$ cat src/design/tf_pkg.sv
package tf_pkg;

  localparam int INDEX_BITS = 16;
  localparam int COMP_BITS  = 16;
  localparam int UNIT_FRAC  = COMP_BITS - 2;

  // edge and uv deltas, their products, and the raw tangent
  localparam int EDGE_W = COMP_BITS + 1;
  localparam int PROD_W = 2 * EDGE_W;
  localparam int RAW_W  = PROD_W + 1;
  localparam int POS_W  = $clog2(RAW_W);

  // normalized magnitudes carry their top bit at NORM_TOP
  localparam int NORM_TOP = 29;
  localparam int MAG_W    = NORM_TOP + 1;
  localparam int SQR_W    = 2 * MAG_W;
  localparam int SQ_W     = SQR_W + 2;
  localparam int ROOT_W   = SQ_W / 2;
  localparam int REM_W    = ROOT_W + 2;

  // quotient of one tangent component, at most 2^UNIT_FRAC
  localparam int QUO_W = UNIT_FRAC + 1;
  localparam int DVD_W = MAG_W + QUO_W;

  localparam int VEC_W = 3 * COMP_BITS;
  localparam int CRS_W = 2 * COMP_BITS + 1;

  typedef logic [2:0][MAG_W-1:0] mag3_t;
  typedef logic [2:0][QUO_W-1:0] quo3_t;

  // per-triangle data that rides alongside the datapath
  typedef struct packed {
    logic [INDEX_BITS-1:0] ia;
    logic [INDEX_BITS-1:0] ib;
    logic [INDEX_BITS-1:0] ic;
    logic [VEC_W-1:0]      nrm;
    logic [2:0]            neg;
    logic                  deg;
  } side_t;

  // signed component of a packed vector, x in the lowest bits
  function automatic logic signed [COMP_BITS-1:0] comp(input logic [VEC_W-1:0] v,
                                                       input int unsigned slot);
    return v[slot*COMP_BITS +: COMP_BITS];
  endfunction

  // round half up by UNIT_FRAC bits, then saturate to a component
  function automatic logic [COMP_BITS-1:0] round_sat(input logic signed [CRS_W-1:0] d);
    logic signed [CRS_W:0] s;
    logic signed [CRS_W:0] hi;
    logic signed [CRS_W:0] lo;
    s  = ((CRS_W+1)'(d) + (CRS_W+1)'(1 << (UNIT_FRAC - 1))) >>> UNIT_FRAC;
    hi = (CRS_W+1)'((1 << (COMP_BITS - 1)) - 1);
    lo = -hi - (CRS_W+1)'(1);
    if (s > hi) return COMP_BITS'(hi);
    else if (s < lo) return COMP_BITS'(lo);
    else return COMP_BITS'(s);
  endfunction

endpackage

$ cat src/design/tf_back.sv
module tf_back import tf_pkg::*; (
  input  logic                  clk,
  input  logic                  rst,
  input  logic                  en,
  input  logic                  in_valid,
  input  quo3_t                 in_quo,
  input  side_t                 in_side,
  output logic                  o_valid,
  output logic [INDEX_BITS-1:0] o_index_a,
  output logic [INDEX_BITS-1:0] o_index_b,
  output logic [INDEX_BITS-1:0] o_index_c,
  output logic [VEC_W-1:0]      o_tangent,
  output logic [VEC_W-1:0]      o_bitangent,
  output logic                  o_degenerate
);

  logic [3:1] v;
  side_t sd1, sd2;
  logic signed [COMP_BITS-1:0] t1 [3];
  logic signed [COMP_BITS-1:0] t2 [3];
  logic signed [COMP_BITS-1:0] nx, ny, nz;
  logic signed [2*COMP_BITS-1:0] pr [6];
  logic signed [CRS_W-1:0] cx, cy, cz;

  always_ff @(posedge clk) begin
    if (rst) begin
      v <= '0;
    end else if (en) begin
      v <= {v[2:1], in_valid};
    end
  end

  // stage 1: signed tangent components
  always_ff @(posedge clk) begin
    if (en) begin
      for (int k = 0; k < 3; k++) begin
        t1[k] <= in_side.neg[k] ? -COMP_BITS'(in_quo[k]) : COMP_BITS'(in_quo[k]);
      end
      sd1 <= in_side;
    end
  end

  // stage 2: cross product terms
  assign nx = comp(sd1.nrm, 0);
  assign ny = comp(sd1.nrm, 1);
  assign nz = comp(sd1.nrm, 2);

  always_ff @(posedge clk) begin
    if (en) begin
      pr[0] <= ny * t1[2];
      pr[1] <= nz * t1[1];
      pr[2] <= nz * t1[0];
      pr[3] <= nx * t1[2];
      pr[4] <= nx * t1[1];
      pr[5] <= ny * t1[0];
      t2    <= t1;
      sd2   <= sd1;
    end
  end

  // stage 3: round, saturate and zero degenerate triangles into the output register
  assign cx = CRS_W'(pr[0]) - CRS_W'(pr[1]);
  assign cy = CRS_W'(pr[2]) - CRS_W'(pr[3]);
  assign cz = CRS_W'(pr[4]) - CRS_W'(pr[5]);

  always_ff @(posedge clk) begin
    if (en) begin
      o_index_a    <= sd2.ia;
      o_index_b    <= sd2.ib;
      o_index_c    <= sd2.ic;
      o_degenerate <= sd2.deg;
      if (sd2.deg) begin
        o_tangent   <= '0;
        o_bitangent <= '0;
      end else begin
        o_tangent   <= {t2[2], t2[1], t2[0]};
        o_bitangent <= {round_sat(cz), round_sat(cy), round_sat(cx)};
      end
    end
  end

  assign o_valid = v[3];

endmodule

$ cat config.mk
export PLATFORM = sky130hd
export DESIGN_NAME = tf_back
export DESIGN_NICKNAME = d
export VERILOG_FILES = /design/src/design/tf_pkg.sv /design/src/design/tf_back.sv
export SDC_FILE = /design/constraint.sdc
export NUM_CORES = 2
export LEC_CHECK = 0
export BUFFER_PORTS_ARGS = -buffer_cell sky130_fd_sc_hd__buf_2
export CORE_ASPECT_RATIO = 1.25
export CORE_MARGIN = 10
export CORE_UTILIZATION = 40
export CTS_BUF_LIST = sky130_fd_sc_hd__clkbuf_8
export DETAILED_ROUTE_END_ITERATION = 16
export GPL_TIMING_DRIVEN = 0
export SYNTH_ARGS = -nofsm -noshare
export SYNTH_HDL_FRONTEND = slang
export SYNTH_SLANG_ARGS = --single-unit
export TNS_END_PERCENT = 5
$ cat constraint.sdc
create_clock -name clk -period 9 [get_ports clk]
set_clock_uncertainty 0.2 [all_clocks]
set_input_delay 0.9 -clock clk [delete_from_list [all_inputs] [get_ports clk]]
set_output_delay 0.9 -clock clk [all_outputs]
set_load 0.01 [all_outputs]
==> results.md <==
- Status: finished clean
- Fin Hold WS: 0.0842 ns
- First-pass GRT wire length: ~400 mm
- TritonCTS clock tree: done
- Unrepaired setup endpoints after global routing: yes
- R2R depth: 22
- Top cell by count, worst path: fa_1
- Seq cells post-synth: between 500 and 600
- CTS Sinks: 582
- Crit path buffers/inverters: 4
- GRT Total Usage: 0.241
- WP depth: 22
- Final Setup Violations: 0
- Pre-antenna DRT Iters: 6
- Avg Inst Size Synth: 10.4 sq um
- Main synth FF type: edfxtp_1
- Die Width: approximately 430 um
- Worst-Skew Late Latency: between 0.9 and 1 ns
- Post-synth EDFFs: 579
- CP arrival: about 9 ns
- Worst Path Required: 9.37 ns
- Final instance area: about 0.09 sq mm
- Ys Warns: 0
- Ys async rst share: 0
- Vias in the first global route: around 62000
- Crit. End Element: register
- Ratio of cells with drive above 1 in the final layout: 0.0591
- Final number of hold-violating endpoints: 0
- Kind of critical path: register to register
- Crit-path max FO: 10
- Maximum clock path buffer count: 3
- Fill count: 19600
- Crit path launch: t1[46]
- Total core area: 0.205 sq mm
- DRC: 0
- Post-placement cell area: a little under 0.09 sq mm
- Fin util: 0.443
- Die Footprint: 0.224 sq mm
- HPWL Detailed: between 200 and 250 mm
- Number of vias per cell: ~5.1
- Hold Path Origin: in_quo[0]
- Synth cell types: 76
- Largest net degree at the start of global routing: roughly 130
- Die height: around 530 um
- CTS Buf Count: about 100
- F_max: 113 MHz
- Port bufs: ~290
- Slew Viols, Final: 0
- Post-synthesis sequential area ratio: 0.212
- Cells after Synth: 7902
- WHS Path Cells: 1
- Part of the cycle the worst path needs: 0.981
- Clock transition at path regs: 0.06 ns
- Nets: 10800
- Crit start category: register
- CP delay by family, top: adder cells
- Max Cap Violations: 0
- Initial drt markers: 3750
- Min Tclk post-route: between 8 and 9 ns
- Initial antenna violation count: 36
- Total grt overflow: 0
- Reg2reg start: t1[46]
- ANT nets after route: 0
- CTS root buf: clkbuf_8
- CP peak stage delay: 0.96 ns
- Post-Syn Area: 0.0823 sq mm
- I/O Pins: 295
- Worst-Margin Slew: 1.48 ns
- Syn nets: slightly above 10000
- Via Count: 57300
- WL final: 267 mm
- Initial Utilization: 0.401
- Worst rel slew slack: 0.0136
- Site row count: 186
- Crit-path slowest cell: edfxtp_1
- Placer Congestion: 0.968
- Setup TNS: 0 ns
- P&R area growth vs syn: 10.2%
- Cell chain of the critical path: clkdlybuf4s15_1, nand2_1, fa_1, fa_1, inv_1, fa_1, fa_1, fa_1, inv_1, fa_1, inv_1, ha_1, and3_1, a221o_1, a221o_1, a311oi_1, o21ai_0, o21a_1, o21ai_0, nand2b_1, a21oi_1, xnor2_1
- Hold crit path type: input pin to register
- H-tree depth: 3
- WL/cell: 23.7 um
-- metrics by stage --
step / worst slack [ns] / std cells
floorplan: 2.24 / 7902
global placement: -2.68 / 10900
detailed placement: 0.0869 / 10900
CTS: 0.0620 / 11200
global route: -0.0151 / 11200
finish: 0.170 / 11200
-- sequential cells by signal (all words and copies together), names as in the netlist --
register,cells
o_tangent,48
o_degenerate,1
v,3
sd2,49
pr,192
t1,48
o_index_b,16
o_index_c,16
o_bitangent,48
nz,16
ny,16
nx,16
t2,48
o_index_a,16
sd1,49
-- Yosys cell counts (72+ instances only) --
library cell | number | share of area
fa_1 | 1572 | 0.38
inv_1 | 1844 | 0.084
ha_1 | 681 | 0.10
nor2_1 | 167 | 0.0076
xnor2_1 | 228 | 0.024
xor2_1 | 72 | 0.0077
and2_1 | 750 | 0.057
a21o_1 | 107 | 0.0098
o21ai_0 | 106 | 0.0064
nand2_1 | 803 | 0.037
a21oi_1 | 160 | 0.0097
clkbuf_1 | 304 | 0.014
nor2b_1 | 74 | 0.0056
edfxtp_1 | 579 | 0.21
-- final cells by class --
cell class | instances | area, sq um | area share
Multi-Input combinational cell | 5166 | 56800 | 0.626
Sequential cell | 582 | 17400 | 0.192
Inverter | 1845 | 6930 | 0.0764
Tap cell | 2726 | 3410 | 0.0376
Timing Repair Buffer | 405 | 2700 | 0.0297
Clock buffer | 105 | 1450 | 0.0159
Buffer | 309 | 1190 | 0.0131
Clock inverter | 89 | 785 | 0.00865
Antenna cell | 22 | 55.1 | 0.000607
-- worst paths after layout --
path / slack (ns) / endpoint
setup / recovery: 0.17 / pr[2][31]
hold / removal: 0.08 / t1[32]
setup reg to reg: 0.17 / pr[2][31]
hold reg to reg: 0.22 / o_index_a[4]
-- layout by cell type, fill, tap and decap left out, types with 26 or more instances in the layout --
master,instances
inv_1,1860
dlygate4sd3_1,101
nand2_1,803
nand2b_1,67
xnor2_1,225
o21ai_0,106
clkbuf_8,105
xor2_1,72
o21a_1,33
edfxtp_1,579
a21oi_1,160
nor3_1,32
clkinv_1,26
nand3_1,33
clkbuf_1,300
fa_1,1572
ha_1,681
buf_2,295
or3_1,27
a21o_1,107
nor2b_1,74
and2_1,750
o21bai_1,30
nor2_1,167
-- what timing repair did --
item,4_1_cts,5_1_grt
hold endpoints to repair,102,0
setup buffers,0,3
endpoints found under the setup margin,0,3
resized for setup,0,5
hold buffers,101,0
-- kinds of logic after synthesis --
kind of cell	Yosys count	share of synthesized area
compound gates	593	0.0479
xor+xnor	300	0.0319
buf+inv	2154	0.0984
mux	6	0.000745
flops	582	0.212
fa+ha+maj	2253	0.486
simple gates	2014	0.123
-- metal layers --
layer | vias up | wire length, um | track usage | part of all wire
li1 | 25000 | - | - | -
met1 | 29500 | 101000 | 0.288 | 0.38
met2 | 2101 | 124000 | 0.390 | 0.47
met3 | 646 | 19400 | 0.0466 | 0.073
met4 | 12 | 22200 | 0.168 | 0.083
met5 | - | 100 | 0 | 0.00037
Power is left out: the tool's default activity adds up to more than one toggle a clock period on the data nets, which glitch-free logic cannot reach.
